File: src/hw/rtl/raysph_pkg.sv
// ----------------------------------------------------------------------------
// Ray and sphere intersection package
// Widths, register indexes and the data carried along the cell chains.
// ----------------------------------------------------------------------------
package raysph_pkg;

    localparam int COORD_WIDTH     = 32;
    localparam int FRAC_BITS       = 16;
    localparam int REG_WIDTH       = 31;
    localparam int DIST_WIDTH      = 31;
    localparam int CFG_DATA_WIDTH  = 32;
    localparam int CFG_INDEX_WIDTH = 2;

    localparam int PROD_WIDTH  = 2 * COORD_WIDTH;
    localparam int HALF_WIDTH  = PROD_WIDTH / 2;
    localparam int WIDE_WIDTH  = 2 * PROD_WIDTH;
    localparam int H_WIDTH     = PROD_WIDTH + 2;
    localparam int DISC_WIDTH  = WIDE_WIDTH + 2;
    localparam int ROOT_WIDTH  = DISC_WIDTH / 2;
    localparam int SQREM_WIDTH = ROOT_WIDTH + 2;
    localparam int NUM_WIDTH   = H_WIDTH + 1;
    localparam int DREM_WIDTH  = PROD_WIDTH + 1;
    localparam int DIVN_WIDTH  = NUM_WIDTH - 1 + FRAC_BITS;
    localparam int DHI_WIDTH   = DIVN_WIDTH - DIST_WIDTH;
    localparam int SQ_STAGES   = ROOT_WIDTH;
    localparam int DIV_STAGES  = DIST_WIDTH;

    localparam logic [DIST_WIDTH-1:0] DIST_MAX = {DIST_WIDTH{1'b1}};
    localparam logic [REG_WIDTH-1:0] RADIUS_RESET = REG_WIDTH'(6553600);
    localparam logic [REG_WIDTH-1:0] MIN_DIST_RESET = REG_WIDTH'(66);

    localparam logic [CFG_INDEX_WIDTH-1:0] REG_SPHERE_RADIUS = 2'd0;
    localparam logic [CFG_INDEX_WIDTH-1:0] REG_MIN_DISTANCE  = 2'd1;

    typedef struct packed {
        logic                       valid;
        logic                       geom_ok;
        logic signed [H_WIDTH-1:0]  h;
        logic [PROD_WIDTH-1:0]      a;
    } t_sq_side;

    typedef struct packed {
        logic [DISC_WIDTH-1:0]  rad;
        logic [SQREM_WIDTH-1:0] rem;
        logic [ROOT_WIDTH-1:0]  root;
        t_sq_side               side;
    } t_sq_data;

    typedef struct packed {
        logic                   ok;
        logic                   big;
        logic [DREM_WIDTH-1:0]  rem;
        logic [DIST_WIDTH-1:0]  low;
        logic [DIST_WIDTH-1:0]  quo;
    } t_div_lane;

    typedef struct packed {
        logic                   valid;
        logic                   geom_ok;
        logic [PROD_WIDTH-1:0]  a;
        t_div_lane [1:0]        lane;
    } t_div_data;

endpackage

File: src/hw/rtl/raysph_div_cell.sv
// ----------------------------------------------------------------------------
// Divider cell
// Produces one quotient bit for each of the two root lanes.
// ----------------------------------------------------------------------------
module raysph_div_cell (
    input  logic                  i_clk,
    input  logic                  i_rst_n,
    input  logic                  i_en,
    input  raysph_pkg::t_div_data i_data,
    output raysph_pkg::t_div_data o_data
);

    raysph_pkg::t_div_data r_data;
    raysph_pkg::t_div_data n_data;
    logic [raysph_pkg::DREM_WIDTH-1:0] w_rem_sh [2];
    logic [raysph_pkg::DREM_WIDTH-1:0] w_den;
    logic w_ge [2];

    always_comb begin
        n_data = i_data;
        w_den  = {1'b0, i_data.a};
        for (int k = 0; k < 2; k++) begin
            w_rem_sh[k] = {i_data.lane[k].rem[raysph_pkg::DREM_WIDTH-2:0],
                           i_data.lane[k].low[raysph_pkg::DIST_WIDTH-1]};
            w_ge[k] = (w_rem_sh[k] >= w_den);
            n_data.lane[k].rem = w_ge[k] ? (w_rem_sh[k] - w_den) : w_rem_sh[k];
            n_data.lane[k].low = {i_data.lane[k].low[raysph_pkg::DIST_WIDTH-2:0], 1'b0};
            n_data.lane[k].quo = {i_data.lane[k].quo[raysph_pkg::DIST_WIDTH-2:0], w_ge[k]};
        end
    end

    always_ff @(posedge i_clk) begin
        if (!i_rst_n) begin
            r_data.valid <= 1'b0;
        end else if (i_en) begin
            r_data <= n_data;
        end
    end

    assign o_data = r_data;

endmodule
File: config.mk
export PLATFORM = sky130hd
export DESIGN_NAME = raysph_div_cell
export DESIGN_NICKNAME = d
export VERILOG_FILES = /design/src/hw/rtl/raysph_pkg.sv /design/src/hw/rtl/raysph_div_cell.sv
export SDC_FILE = /design/constraint.sdc
export NUM_CORES = 1
export LEC_CHECK = 0
export BUFFER_PORTS_ARGS = -buffer_cell sky130_fd_sc_hd__buf_4
export CAP_MARGIN = 20
export CORE_AREA = 8 8 246 248
export CTS_BUF_LIST = sky130_fd_sc_hd__clkbuf_16
export CTS_CLUSTER_DIAMETER = 100
export CTS_CLUSTER_SIZE = 24
export DETAILED_ROUTE_END_ITERATION = 6
export DIE_AREA = 0 0 254 256
export PLACE_DENSITY = 0.65
export SLEW_MARGIN = 20
export SYNTH_ARGS = -nofsm -noshare
export SYNTH_HDL_FRONTEND = slang
export SYNTH_SLANG_ARGS = --single-unit
File: constraint.sdc
create_clock -name i_clk -period 10.52 [get_ports i_clk]
set_input_delay 1.052 -clock i_clk [delete_from_list [all_inputs] [get_ports i_clk]]
set_output_delay 1.052 -clock i_clk [all_outputs]
set_load 0.03 [all_outputs]
==> results.md <==
- Crit Path Class: input pin to flip-flop
- Syn Area/Cell: 10.82 sq um
- Layout fillers: 5,495
- Final setup fails: 0
- DR WL/cell: 24.40 um
- Drt initial violations: 1,282
- Final setup TNS: 0 ns
- Grt ovf: 0
- Main flop type after synthesis: edfxtp_1
- Maximum capacitance violations: 0
- Resize count post-CTS: 0
- Final instance area: 0.02547 sq mm
- Mux share of post-synthesis cell area: 3.873%
- Synth Instances: 1,782
- Via density: 5.307
- Number of synthesized flops with an enable pin: 321
- Hold wc startpoint: o_data[323]$_SDFFE_PN0P_
- Final period utilization: 49.98%
- Cell Pwr Density: 144.6 mW/mm^2
- Pleak: 10.78 nW
- FF/Latch Area: 0.009659 sq mm
- Clk sinks: 322
- WP data required: 10.81 ns
- Post-Synth XOR/XNOR Area: 5.041%
- Htree depth: 1
- IO buf count: 644
- Initial antenna violation count: 8
- Final WL: 77,360 um
- Core area: 0.05681 sq mm
- Seq/Total Area, Yosys: 50.08%
- CTS tree: yes
- GRT Total Usage: 22.36%
- Setup Fix Bufs, Post-CTS: 0
- Routability cong.: 0.9478
- DR vias: 16,830
- Core Rows: 88
- Hold path cells: 2
- CP Launch Point: i_data[299]
- Clock Skew: 0 ns
- Clk_lat worst skew: 0.54 ns
- Post-DP HPWL: 63,940 um
- Drt pass-1 iters: 6
- Post-synth cell types: 84
- # nets final: 2,850
- Max Buffers Root-to-Sink: 3
- Area of the multi-input gates: 0.008937 sq mm
- Cts bufs inserted: 20
- Area delta synth->final: 32.06%
- Worst Setup End Kind: flip-flop
- Hold WS: 0.5356 ns
- Status: completed
- Synth Area in Adders: 8.512%
- Root Driver: clkbuf_16
- Final Hold Fails: 0
- Crit-path max FO: 59
- Tmin final: 5.258 ns
- Die area: 0.06502 sq mm
- Yosys reg bits: 322
- Die X: 254 um
- Max VDD drop: 114.6 uV
- Initial Util: 33.95%
- Pin slew with the least headroom to its limit: 1.071 ns
- Share of layout cells above drive strength 1: 31.89%
- Chip Height: 256 um
- R2R depth: 2
- Number of global-route vias before repair: 16,660
- Io pins: 651
- First-pass GRT wire length: 110,600 um
- Max Freq: 0.1902 GHz
- Post-route ant nets: 0
- PnR worst setup slack: 5.262 ns
- Max reg flops: 322
- HP Class: flip-flop to flip-flop
- Synth Area in Simple Gates: 11.26%
- Setup repair after global routing missed its margin: false
- Largest net degree at the start of global routing: 84
- Crit path DAT: 5.55 ns
- Synth warnings: 0
- Cts hold-fix bufs: 0
- Startpoint type of the worst setup path: input pin
- Pins Over Slew Limit: 0
- Fraction of registers with async set or reset after synthesis: 0%
- Mapped cell area: 0.01929 sq mm
- Placed instance area: 0.02482 sq mm
- Worst r2r src: o_data[323]$_SDFFE_PN0P_
- Main combinational cell family by area after synthesis: compound AO/OA/AOI/OAI gates
- DP Worst Slack: 4.368 ns
- Synth Area in Compound Gates: 17.59%
- Clock Pin Slew Worst Setup and Hold Paths: 0.09 ns
- DRC: 0
- Max_slew headroom: 28.63%
-- Yosys cell counts (26+ instances only) --
cell / instances / area share, %
o21ai_0: 141 / 3.7
a21o_1: 67 / 2.6
nand2_1: 184 / 3.6
mux2_2: 53 / 3.1
nor3_1: 27 / 0.70
xnor2_1: 63 / 2.9
ha_1: 128 / 8.3
o21a_1: 26 / 1.0
clkbuf_1: 42 / 0.82
edfxtp_1: 321 / 50
a21oi_1: 153 / 4.0
nor2_1: 88 / 1.7
xor2_1: 48 / 2.2
nand4_1: 39 / 1.3
inv_1: 95 / 1.8
-- metrics by stage --
stage                     power, mW  util, %  cells
after global placement        2.840    43.68   3136
after CTS                     3.714    44.81   3167
after floorplan               2.395        -   1783
final                         3.682    44.83   3171
after detailed placement      2.848    43.68   3136
after global routing          3.842    44.82   3169
-- final timing paths --
path,to,slack (ns)
max,o_data[86]$_DFFE_PP_,5.26
min,o_data[323]$_SDFFE_PN0P_,0.54
max reg2reg,o_data[323]$_SDFFE_PN0P_,9.92
min reg2reg,o_data[323]$_SDFFE_PN0P_,0.54
-- worst max-delay path, cell delays in order --
cell and delay, ns:
buf_4 0.08, inv_1 0.05, ha_1 0.42, nand4_1 0.19, nor2_1 0.44, nand2_1 0.28
nor4_1 0.70, nand4_1 0.26, nor4_2 0.46, a2111oi_2 0.23, o21a_1 0.35, inv_6 0.55
mux2_2 0.44
-- logic make-up (layout without fill, tap and decap cells) --
| family | Yosys count | in the layout |
|---|---|---|
| mux | 64 | 64 |
| buf+inv | 161 | 780 |
| simple gates | 457 | 457 |
| xor+xnor | 111 | 111 |
| fa+ha+maj | 130 | 130 |
| other cells | 1 | 6 |
| flops | 322 | 322 |
| compound gates | 536 | 536 |
-- layer usage --
layer  track usage [%]  up-vias  wire, um
met5                 0        -        47
met4             7.262        6      2623
met3             4.629      104      5924
met2             39.19      734     38260
met1             27.04     8106     30510
li1                  -     7880         -
-- report_power, final --
group          internal [mW]  switching, mW
Clock                  0.380          0.475
Sequential              1.56         0.0372
Combinational          0.479          0.754
-- layout make-up --
class | instances | share of cell area, %
multi-input cells | 1300 | 35.09
clock buffers | 21 | 2.063
well taps | 765 | 3.758
diodes | 4 | 0.03930
inverters | 97 | 1.449
flip-flops and latches | 322 | 37.92
clock inverters | 10 | 0.4569
repair buffers | 652 | 19.22
-- placed cells by master (no fill, tap or decap), drive strengths merged, types with 39 or more instances in the layout --
cell type | Yosys | final
o21ai | 149 | 149
nand4 | 39 | 39
mux2 | 61 | 61
nor2 | 88 | 88
xor2 | 48 | 48
ha | 128 | 128
buf | 22 | 652
a21o | 67 | 67
edfxtp | 321 | 321
nand2 | 184 | 184
a21oi | 155 | 155
inv | 97 | 101
xnor2 | 63 | 63
No activity file was read; power rests on OpenSTA's default activity.
