$ cat src/hw/rtl/raysph_pkg.sv
// ----------------------------------------------------------------------------
// Ray and sphere intersection package
// Widths, register indexes and the data carried along the cell chains.
// ----------------------------------------------------------------------------
package raysph_pkg;

    localparam int COORD_WIDTH     = 32;
    localparam int FRAC_BITS       = 16;
    localparam int REG_WIDTH       = 31;
    localparam int DIST_WIDTH      = 31;
    localparam int CFG_DATA_WIDTH  = 32;
    localparam int CFG_INDEX_WIDTH = 2;

    localparam int PROD_WIDTH  = 2 * COORD_WIDTH;
    localparam int HALF_WIDTH  = PROD_WIDTH / 2;
    localparam int WIDE_WIDTH  = 2 * PROD_WIDTH;
    localparam int H_WIDTH     = PROD_WIDTH + 2;
    localparam int DISC_WIDTH  = WIDE_WIDTH + 2;
    localparam int ROOT_WIDTH  = DISC_WIDTH / 2;
    localparam int SQREM_WIDTH = ROOT_WIDTH + 2;
    localparam int NUM_WIDTH   = H_WIDTH + 1;
    localparam int DREM_WIDTH  = PROD_WIDTH + 1;
    localparam int DIVN_WIDTH  = NUM_WIDTH - 1 + FRAC_BITS;
    localparam int DHI_WIDTH   = DIVN_WIDTH - DIST_WIDTH;
    localparam int SQ_STAGES   = ROOT_WIDTH;
    localparam int DIV_STAGES  = DIST_WIDTH;

    localparam logic [DIST_WIDTH-1:0] DIST_MAX = {DIST_WIDTH{1'b1}};
    localparam logic [REG_WIDTH-1:0] RADIUS_RESET = REG_WIDTH'(6553600);
    localparam logic [REG_WIDTH-1:0] MIN_DIST_RESET = REG_WIDTH'(66);

    localparam logic [CFG_INDEX_WIDTH-1:0] REG_SPHERE_RADIUS = 2'd0;
    localparam logic [CFG_INDEX_WIDTH-1:0] REG_MIN_DISTANCE  = 2'd1;

    typedef struct packed {
        logic                       valid;
        logic                       geom_ok;
        logic signed [H_WIDTH-1:0]  h;
        logic [PROD_WIDTH-1:0]      a;
    } t_sq_side;

    typedef struct packed {
        logic [DISC_WIDTH-1:0]  rad;
        logic [SQREM_WIDTH-1:0] rem;
        logic [ROOT_WIDTH-1:0]  root;
        t_sq_side               side;
    } t_sq_data;

    typedef struct packed {
        logic                   ok;
        logic                   big;
        logic [DREM_WIDTH-1:0]  rem;
        logic [DIST_WIDTH-1:0]  low;
        logic [DIST_WIDTH-1:0]  quo;
    } t_div_lane;

    typedef struct packed {
        logic                   valid;
        logic                   geom_ok;
        logic [PROD_WIDTH-1:0]  a;
        t_div_lane [1:0]        lane;
    } t_div_data;

endpackage

$ cat src/hw/rtl/raysph_sqrt_cell.sv
// ----------------------------------------------------------------------------
// Square root cell
// Resolves one bit of the root from the next two bits of the radicand.
// ----------------------------------------------------------------------------
module raysph_sqrt_cell (
    input  logic                i_clk,
    input  logic                i_rst_n,
    input  logic                i_en,
    input  raysph_pkg::t_sq_data i_data,
    output raysph_pkg::t_sq_data o_data
);

    raysph_pkg::t_sq_data r_data;
    raysph_pkg::t_sq_data n_data;
    logic [raysph_pkg::SQREM_WIDTH-1:0] w_rem_sh;
    logic [raysph_pkg::SQREM_WIDTH-1:0] w_trial;
    logic w_ge;

    always_comb begin
        w_rem_sh = {i_data.rem[raysph_pkg::SQREM_WIDTH-3:0],
                    i_data.rad[raysph_pkg::DISC_WIDTH-1 -: 2]};
        w_trial  = {i_data.root, 2'b01};
        w_ge     = (w_rem_sh >= w_trial);
        n_data      = i_data;
        n_data.rad  = {i_data.rad[raysph_pkg::DISC_WIDTH-3:0], 2'b00};
        n_data.rem  = w_ge ? (w_rem_sh - w_trial) : w_rem_sh;
        n_data.root = {i_data.root[raysph_pkg::ROOT_WIDTH-2:0], w_ge};
    end

    always_ff @(posedge i_clk) begin
        if (!i_rst_n) begin
            r_data.side.valid <= 1'b0;
        end else if (i_en) begin
            r_data <= n_data;
        end
    end

    assign o_data = r_data;

endmodule

$ cat config.mk
export PLATFORM = sky130hd
export DESIGN_NAME = raysph_sqrt_cell
export DESIGN_NICKNAME = d
export VERILOG_FILES = /design/src/hw/rtl/raysph_pkg.sv /design/src/hw/rtl/raysph_sqrt_cell.sv
export SDC_FILE = /design/constraint.sdc
export NUM_CORES = 1
export LEC_CHECK = 0
export ABC_CLOCK_PERIOD_IN_PS = 13100
export BUFFER_PORTS_ARGS = -buffer_cell sky130_fd_sc_hd__buf_4
export CAP_MARGIN = 10
export CORE_AREA = 2 2 309 311
export CTS_CLUSTER_DIAMETER = 50
export DETAILED_ROUTE_END_ITERATION = 10
export DIE_AREA = 0 0 311 313
export GPL_TIMING_DRIVEN = 0
export PLACE_DENSITY = 0.38
export SYNTH_ARGS = -nofsm -noshare
export SYNTH_HDL_FRONTEND = slang
export SYNTH_SLANG_ARGS = --single-unit
$ cat constraint.sdc
create_clock -name i_clk -period 13.1 [get_ports i_clk]
set_input_delay 0.655 -clock i_clk [delete_from_list [all_inputs] [get_ports i_clk]]
set_output_delay 0.655 -clock i_clk [all_outputs]
set_load 0.05 [all_outputs]
==> impl_metrics.csv, run 1 <==
group,metric,value,unit
sta,period_share,34.2,%
routing,post-route-drc-count,0,
place,io_buffers,786,
layout,syn_to_final_growth,60.7,%
critical_path,cpPeakStageDelay,0.59,ns
synthesis,synth_ff_type,"edfxtp_1",
clock_network,cts_resized,0,
power_and_ir_drop,p_sw,0.00140,W
place,placed_cell_area,24700,sq um
synthesis,synth_top_area_share,69.0,%
place,hpwl,74200,microns
synthesis,synth.most_common_cell,"edfxtp_1",
global_routing,grt_remaining_overflow,0,
power_and_ir_drop,internal_power,0.00311,W
clock_network,cts_setup_buffers,0,
floorplanning,ioPinCount,791,
sta,max_freq,0.223,GHz
place,preCtsSetupSlack,7.88,ns
sta,fin_skew,0,ns
routing,via_per_inst,4.13,
critical_path,slowest_stage,"o21ai_0",
routing,avgRoutedWirePerCell,25.8,microns
synthesis,synth.distinct_cells,64,
layout,finalInstanceArea,27300,sq um
critical_path,path_cells,"buf_4 -> inv_1 -> ha_1 -> clkbuf_1 -> nand2_1 -> nor3_1 -> nand2_1 -> a21oi_1 -> o31ai_4 -> o41ai_4 -> a31oi_4 -> clkbuf_1 -> o21ai_0",
synthesis,synth_seq_cells,392,
synthesis,ys.warnings.count,0,
power_and_ir_drop,vdd.ir_drop.worst,0.0000889,V
synthesis,synth.avg_cell_area,13.5,sq um
synthesis,synth-edff-count,391,
clock_network,cts_tree,"built",
global_routing,grt_pass1_wl,120000,microns
synthesis,netlist_top_cells_count,"edfxtp_1 (391), nand2_1 (127), o21ai_0 (104)",
run,drv_cap,0,
critical_path,crit_path_start_kind,"input pin",
clock_network,cts_max_level,3,
power_and_ir_drop,p_comb_share,20.6,%
synthesis,synth-async-reset-ratio,0,%
routing,detail-route-antenna-nets,0,
synthesis,synth_area_leaders,"edfxtp_1 (69%), ha_1 (4.9%), o21ai_0 (3.1%)",
power_and_ir_drop,switching_share,31.0,%
sta,finalHoldViolCount,0,
sta,setup_ws,8.61,ns
clock_network,path_clk_slew,0.06,ns
routing,routed_wirelength,89400,microns
sta,setup_violations,0,
clock_network,cts_made_buffers,75,
critical_path,rr_startpoint,"o_data[131]",
critical_path,startpoint,"i_data[162]",
power_and_ir_drop,power_density,165,nW/um^2
layout,largest_reg_flops,392,
synthesis,yosys.area.top_type,"edfxtp_1",
global_routing,grt_antenna_before_repair,24,
routing,drt-pass1-iter-count,5,
global_routing,grt_max_degree,72,
status,status,"finished, final reports clean",
layout,fillerInstances,9872,
floorplanning,die_h,313,microns
critical_path,cp.arrival,4.82,ns
clock_network,cts_sinks,392,
floorplanning,die_width,311,microns
synthesis,ys_seq_area_share,69.1,%
sta,final.setup.tns,0,ns
synthesis,synth.cell_area,17000,sq um
clock_network,clk_latency,0.62,ns
critical_path,cp_data_required_time,13.43,ns
sta,layout_min_cycle_time,4.49,ns
clock_network,ctsHoldBuffers,0,
floorplanning,die_area,97300,sq um
synthesis,syn-instance-count,1264,
floorplanning,rows,113,
sta,hold_slack,0.199,ns
layout,final_core_util,29.0,%
floorplanning,initial_core_util,18.1,%
clock_network,clock_tree.root_cell,"clkbuf_16",
power_and_ir_drop,seqPwrFrac,33.7,%
layout,drive_gt1_share,43.1,%
routing,drt_iter0_markers,868,
min_path,min_path_type,"input pin to register",
global_routing,grt_pass1_vias,14800,
routing,vias,14300,
layout,fin_nets,2598,
power_and_ir_drop,p_leak,11.3,nW
sta,grt_setup_unrepaired,"no",
sta,slew_viol_final,0,
place,gp_congestion,0.907,
sta,slew_headroom,21.8,%
floorplanning,fp.coreArea,94200,sq um
critical_path,end_kind,"register",
critical_path,criticalPathCategory,"input pin to register",
clock_network,ctsLongestPathBuffers,3,
min_path,hold_start,"i_data[86]",
power_and_ir_drop,p_clk_share,45.7,%
critical_path,crit_fanout,10,
sta,worstMarginPinSlew,1.16,ns
global_routing,grt_use_total,17.7,%
## cell type report
type / instances / area [sq um] / area share, %
Inverter: 91 / 342 / 1.25
Buffer: 50 / 220 / 0.806
Tap cell: 1265 / 1580 / 5.79
Antenna cell: 5 / 12.5 / 0.0458
Timing Repair Buffer: 792 / 6070 / 22.2
Clock inverter: 56 / 752 / 2.75
Sequential cell: 392 / 11800 / 43.0
Multi-Input combinational cell: 732 / 4700 / 17.2
Clock buffer: 82 / 1900 / 6.96
## critical path, delay by kind of cell
kind / cells / cell delay (ns)
simple gates: 3 / 0.79
compound gates: 5 / 2.19
fa+ha+maj: 1 / 0.28
buf+inv: 4 / 0.88
## routing by layer
| metal | track usage [%] | vias up | share of wire (%) |
|---|---|---|---|
| met5 | 0 | - | 0.17 |
| met4 | 5.31 | 28 | 2.5 |
| met3 | 7.06 | 115 | 8.9 |
| met2 | 31.3 | 559 | 51 |
| met1 | 19.5 | 7097 | 38 |
| li1 | - | 6495 | - |
## power groups by stage
stage | Combinational, W | Clock [W] | Sequential [W]
floorplan | 0.000234 | 0 | 0.00188
global placement | 0.000934 | 0 | 0.00158
detailed placement | 0.000939 | 0 | 0.00155
CTS | 0.000943 | 0.00213 | 0.00152
global route | 0.000983 | 0.00218 | 0.00153
finish | 0.000928 | 0.00206 | 0.00152
## metrics by stage
step                      std cells  total power (W)
after global placement         3316          0.00251
after CTS                      3460          0.00459
after global routing           3461          0.00469
after detailed placement       3322          0.00249
final                          3465          0.00451
after floorplan                1265          0.00211
## cells by family after synthesis
kind of cell             count (synthesis)  synth area share (%)
AO/OA/AOI/OAI                          322                  12.0
other                                    1                0.0220
multiplexers                             3                 0.184
flip-flops                             392                  69.1
XOR/XNOR                                56                  2.88
adder cells (fa/ha/maj)                 67                  4.93
buffers and inverters                  141                  3.30
AND/OR/NAND/NOR                        282                  7.58
## final timing paths
| check | endpoint | slack (ns) | cells after the start |
|---|---|---|---|
| setup / recovery | o_data[227] | 8.61 | 13 |
| hold / removal | o_data[86] | 0.20 | 1 |
| setup reg to reg | o_data[131] | 12.51 | 2 |
| hold reg to reg | o_data[131] | 0.53 | 2 |
## cells in the final DEF (no fill, tap or decap), types with 4 or more instances in the layout
cell type  synthesis  routed
bufinv_16          0      13
a21o_1            25      25
and2_1             5       4
o21ai_0          104     104
a211oi_1          10      10
o21a_1             8       8
diode_2            0       5
clkinv_4           0       6
a221oi_1           4       4
ha_1              67      67
a21oi_1           92      92
clkbuf_1          35      42
nor4_1             4       4
a21boi_0           4       4
nand4_1           31      31
clkinv_2           0       9
buf_4              3     789
nor2b_1            9       9
nand3_1            9       9
o31ai_1           12      12
buf_16             0       6
edfxtp_1         391     391
o211ai_1           4       4
and4_1             6       6
clkinv_1           0       7
xor2_1            23      23
nand2b_1           5       5
clkbuf_16          0      75
o21bai_1          18      18
buf_2             11      11
nor2_1            58      58
nor3_1            18      18
a31oi_1            8       8
inv_1             90      90
inv_6              0      13
nand2_1          127     127
xnor2_1           33      33
Power figures use the tool's default switching activity.
==> run 2: changes to the inputs <==
--- a/config.mk
+++ b/config.mk
@@ -5,7 +5,7 @@
 export SDC_FILE = /design/constraint.sdc
 export NUM_CORES = 1
 export LEC_CHECK = 0
-export ABC_CLOCK_PERIOD_IN_PS = 13100
+export ABC_CLOCK_PERIOD_IN_PS = 4700
 export BUFFER_PORTS_ARGS = -buffer_cell sky130_fd_sc_hd__buf_4
 export CAP_MARGIN = 10
 export CORE_AREA = 2 2 309 311
==> constraint.sdc (replaced) <==
create_clock -name i_clk -period 4.7 [get_ports i_clk]
set_input_delay 0.235 -clock i_clk [delete_from_list [all_inputs] [get_ports i_clk]]
set_output_delay 0.235 -clock i_clk [all_outputs]
set_load 0.05 [all_outputs]
==> impl_metrics.csv, run 2 (same netlist as run 1, synthesis figures left out) <==
group,metric,value,unit
clock_network,cts_setup_buffers,0,
global_routing,grt_antenna_before_repair,25,
routing,detail-route-antenna-nets,0,
global_routing,grt_pass1_vias,16400,
routing,drt_iter0_markers,876,
run,drv_cap,0,
critical_path,crit_path_start_kind,"input pin",
global_routing,grt_use_total,18.3,%
layout,register_area,11800,sq um
floorplanning,die_area,97300,sq um
sta,max_freq,0.227,GHz
sta,worstMarginPinSlew,1.07,ns
floorplanning,ioPinCount,791,
power_and_ir_drop,p_clk_share,42.7,%
clock_network,clk_latency,0.62,ns
layout,layout_common_cells,"buf_4 (789), edfxtp_1 (391), dlygate4sd3_1 (387)",
critical_path,crit_fanout,10,
power_and_ir_drop,seqPwrFrac,34.0,%
sta,slew_headroom,27.9,%
layout,fillerInstances,9623,
floorplanning,die_width,311,microns
clock_network,ctsLongestPathBuffers,3,
clock_network,cts_sinks,392,
layout,fin_nets,2986,
routing,routed_wirelength,91600,microns
routing,avgRoutedWirePerCell,23.7,microns
place,io_buffers,786,
global_routing,grt_pass1_wl,126000,microns
sta,layout_min_cycle_time,4.41,ns
floorplanning,die_h,313,microns
sta,finalHoldViolCount,0,
sta,setup_ws,0.294,ns
floorplanning,initial_core_util,18.1,%
layout,final_common_cell,"buf_4",
status,status,"finished, final reports clean",
global_routing,grt_remaining_overflow,0,
floorplanning,rows,113,
clock_network,path_clk_slew,0.05,ns
routing,drt-pass1-iter-count,5,
clock_network,clock_tree.root_cell,"clkbuf_16",
power_and_ir_drop,internal_power,0.00852,W
power_and_ir_drop,vdd.ir_drop.worst,0.000236,V
sta,setup_violations,0,
routing,post-route-drc-count,0,
critical_path,slowest_stage,"dlygate4sd3_1",
critical_path,cp_data_required_time,5.05,ns
critical_path,end_kind,"register",
place,gp_congestion,0.918,
power_and_ir_drop,p_comb_share,23.2,%
critical_path,cpPeakStageDelay,0.64,ns
power_and_ir_drop,power_density,402,nW/um^2
critical_path,r2r_setup_slack,3.53,ns
clock_network,cts_tree,"built",
place,preCtsSetupSlack,-0.0169,ns
place,hpwl,74400,microns
min_path,min_path_type,"input pin to register",
layout,multi_input_area,4700,sq um
routing,via_per_inst,4.05,
layout,syn_to_final_growth,82.7,%
layout,drive_gt1_share,36.6,%
critical_path,cp_top_family,"compound AO/OA/AOI/OAI gates",
floorplanning,fp.coreArea,94200,sq um
sta,fin_skew,0,ns
power_and_ir_drop,p_leak,12.9,nW
clock_network,cts_max_level,3,
critical_path,path_cells,"dlygate4sd3_1 -> buf_4 -> inv_1 -> ha_1 -> clkbuf_1 -> nand2_1 -> o21ai_0 -> a21oi_1 -> o311ai_1 -> o31ai_4 -> o41ai_4 -> a31oi_4 -> clkbuf_1 -> o21ai_0",
sta,slew_viol_final,0,
critical_path,cp.arrival,4.75,ns
clock_network,cts_made_buffers,75,
routing,vias,15700,
sta,period_share,93.8,%
power_and_ir_drop,p_sw,0.00396,W
critical_path,criticalPathCategory,"input pin to register",
sta,final.setup.tns,0,ns
layout,largest_reg_flops,392,
sta,grt_setup_unrepaired,"no",
critical_path,path_buf_inv,5,
global_routing,grt_max_degree,64,
power_and_ir_drop,switching_share,31.7,%
## run 2: timing repair
item                                   in CTS  in global routing
endpoints found under the hold margin     386                  0
hold buffers                              387                  0
setup endpoints to repair                   0                  2
gates resized for setup                     0                  3
## run 2: per-stage QoR
stage                     hold WS (ns)  cells  cell area, sq um  utilization (%)  power (W)
after detailed placement         0.414   3323             24700             26.2    0.00693
final                           0.0779   3860             31100             33.0     0.0125
after global routing            0.0481   3853             31100             33.0     0.0130
after global placement           0.413   3316             24500             26.0    0.00694
after floorplan                  0.334   1265             17000                -    0.00584
after CTS                       0.0182   3849             31000             33.0     0.0127
## run 2: path summary, 6_finish.rpt
kind                                  start           to  cells past startpoint
worst min register to register  o_data[131]  o_data[131]                      3
worst min-delay path            i_data[257]  o_data[259]                      3
worst max-delay path            i_data[160]  o_data[227]                     14
worst max register to register  o_data[131]  o_data[131]                      3
## run 2: layout make-up
cell class | count | share of cell area, %
inverter | 91 | 1.10
sequential | 392 | 37.8
clock inverter | 53 | 1.78
clock buffer | 86 | 6.24
multi-input combinational | 732 | 15.1
buffer | 50 | 0.713
timing repair buffer | 1180 | 32.0
tap | 1265 | 5.09
antenna | 11 | 0.0886
## run 2: worst register-to-register path: cells and delay by family, from the launching register on
| kind | cells | cell delay, ns |
|---|---|---|
| AND/OR/NAND/NOR | 1 | 0.06 |
| buffers and inverters | 1 | 0.55 |
| multiplexers | 1 | 0.13 |
| flip-flops | 1 | 0.31 |
## run 2: power groups by stage
stage	combinational, W	clock, W	sequential [W]
2_1_floorplan	0.000654	0	0.00519
3_3_place_gp	0.00260	0	0.00433
3_5_place_dp	0.00262	0	0.00431
4_1_cts	0.00294	0.00551	0.00425
5_1_grt	0.00307	0.00567	0.00427
6_report	0.00290	0.00533	0.00425
## run 2: metal layers
metal | GRT usage [%] | part of all wire, % | vias up
li1 | - | - | 7279
met1 | 21.6 | 40 | 7647
met2 | 31.3 | 49 | 598
met3 | 5.52 | 7.1 | 108
met4 | 6.62 | 3.2 | 18
met5 | 0 | 0.13 | -
==> run 3: changes to the inputs <==
--- a/config.mk
+++ b/config.mk
@@ -13,6 +13,8 @@
 export DETAILED_ROUTE_END_ITERATION = 10
 export DIE_AREA = 0 0 311 313
 export GPL_TIMING_DRIVEN = 0
+export HOLD_SLACK_MARGIN = 0.03
+export MAX_ROUTING_LAYER = met4
 export PLACE_DENSITY = 0.38
 export SYNTH_ARGS = -nofsm -noshare
 export SYNTH_HDL_FRONTEND = slang
==> impl_metrics.csv, run 3 (same netlist as run 1, synthesis figures left out) <==
group,metric,value,unit
floorplanning,initial_core_util,18.1,%
critical_path,path_buf_inv,6,
critical_path,path_cells,"dlygate4sd3_1 -> buf_4 -> inv_1 -> ha_1 -> clkbuf_1 -> inv_1 -> nor3_1 -> nand2_1 -> a21oi_1 -> o31ai_4 -> o41ai_4 -> a31oi_4 -> clkbuf_1 -> o21ai_0",
place,io_buffers,786,
sta,final.setup.tns,0,ns
sta,setup_ws,0.153,ns
clock_network,cts_tree,"built",
critical_path,r2r_end,"o_data[131]",
routing,post-route-drc-count,0,
layout,largest_reg_flops,392,
critical_path,cp_top_family,"compound AO/OA/AOI/OAI gates",
power_and_ir_drop,p_leak,12.9,nW
critical_path,slowest_stage,"dlygate4sd3_1",
global_routing,grt_antenna_before_repair,28,
run,drv_cap,0,
place,preCtsSetupSlack,0.0300,ns
critical_path,rr_worst_depth,3,
clock_network,clock_tree.root_cell,"clkbuf_16",
place,gp_congestion,0.925,
floorplanning,die_width,311,microns
critical_path,crit_path_start_kind,"input pin",
global_routing,grt_pass1_vias,16500,
power_and_ir_drop,power,0.0127,W
routing,drt_iter0_markers,872,
critical_path,end_kind,"register",
status,status,"finished, final reports clean",
clock_network,path_clk_slew,0.05,ns
clock_network,clk_latency,0.61,ns
routing,routed_wirelength,92200,microns
place,hpwl,74500,microns
sta,hold_slack,0.121,ns
clock_network,cts_max_level,3,
critical_path,cp.arrival,4.90,ns
min_path,worstHoldEndpoint,"o_data[227]",
sta,grt_setup_unrepaired,"no",
floorplanning,rows,113,
layout,fillerInstances,9655,
critical_path,rr_startpoint,"o_data[131]",
global_routing,grt_pass1_wl,127000,microns
global_routing,grt_max_degree,68,
sta,worstMarginPinSlew,1.16,ns
power_and_ir_drop,power_density,407,nW/um^2
layout,drive_gt1_share,36.6,%
routing,detail-route-antenna-nets,0,
power_and_ir_drop,vdd.ir_drop.worst,0.000227,V
critical_path,crit_fanout,10,
clock_network,cts_made_buffers,76,
min_path,min_path_type,"input pin to register",
routing,drt-pass1-iter-count,5,
floorplanning,fp.coreArea,94200,sq um
sta,slew_headroom,22.1,%
routing,vias,15700,
clock_network,ctsLongestPathBuffers,3,
sta,period_share,96.7,%
sta,max_freq,0.220,GHz
sta,layout_min_cycle_time,4.55,ns
layout,layout_common_cells,"buf_4 (789), edfxtp_1 (391), dlygate4sd3_1 (389)",
sta,setup_violations,0,
min_path,min_path_cells,3,
sta,fin_skew,0,ns
critical_path,cpPeakStageDelay,0.63,ns
global_routing,grt_remaining_overflow,0,
sta,slew_viol_final,0,
layout,final_common_cell,"buf_4",
clock_network,cts_sinks,392,
routing,via_per_inst,4.05,
layout,syn_to_final_growth,83.4,%
layout,final_core_util,33.1,%
layout,fin_nets,2988,
floorplanning,die_h,313,microns
critical_path,criticalPathCategory,"input pin to register",
routing,avgRoutedWirePerCell,23.8,microns
critical_path,cp_data_required_time,5.06,ns
floorplanning,ioPinCount,791,
global_routing,grt_use_total,18.9,%
floorplanning,die_area,97300,sq um
min_path,hold_start,"i_data[225]",
critical_path,r2r_setup_slack,3.55,ns
sta,finalHoldViolCount,0,
[run 3: cell count changes in the layout (fill, tap and decap cells not counted), moves of 3 or more]
cell	previous run	this run
clkbuf_1	44	40
clkinv_1	8	11
clkinv_4	10	3
clkinv_2	15	10
inv_6	3	14
diode_2	11	22
[run 3: cell type report]
class,instances,area [sq um],area share (%)
Sequential cell,392,11800,37.7
Tap cell,1265,1580,5.07
Antenna cell,22,55.1,0.176
Buffer,50,220,0.706
Timing Repair Buffer,1181,9960,31.9
Clock inverter,59,644,2.06
Inverter,91,342,1.09
Multi-Input combinational cell,732,4700,15.0
Clock buffer,82,1950,6.23
[run 3: layer usage]
layer  wire [microns]  GRT usage (%)  vias to the layer above
met1            37200           21.5                     7663
met2            44700           31.1                      606
li1                 -              -                     7305
met5                0              -                        -
met3             6740           5.76                      116
met4             3560           7.42                        0
[run 3: through the flow]
| step | cell area (sq um) | instances |
|---|---|---|
| 5_1_grt | 31200 | 3871 |
| 3_3_place_gp | 24500 | 3316 |
| 6_report | 31200 | 3874 |
| 3_5_place_dp | 24700 | 3322 |
| 2_1_floorplan | 17000 | 1265 |
| 4_1_cts | 31200 | 3852 |
[run 3: worst max-delay path by stage]
stage               cells after the start        start     endpoint
floorplan                               1      i_rst_n    o_data[0]
global placement                        2         i_en   o_data[99]
detailed placement                     13  i_data[162]  o_data[228]
CTS                                    14  i_data[162]  o_data[228]
global route                           14  i_data[134]  o_data[250]
finish                                 14  i_data[164]  o_data[227]
[run 3: repair_timing]
action	4_1_cts	5_1_grt
hold endpoints to repair	388	0
hold buffers	389	0
gates resized for setup	0	1
buffers inserted	0	0
setup endpoints to repair	0	1
[run 3: worst min-delay path: stages]
cell and delay [ns]:
buf_4 0.09, nand2_1 0.05, o21ai_0 0.20
[run 3: power breakdown]
| part | leakage (nW) | switching [W] | internal (W) |
|---|---|---|---|
| clock network | 1.25 | 0.00207 | 0.00349 |
| logic | 7.99 | 0.00188 | 0.00102 |
| registers | 3.67 | 0.0000776 | 0.00416 |
| total | 12.9 | 0.00403 | 0.00868 |
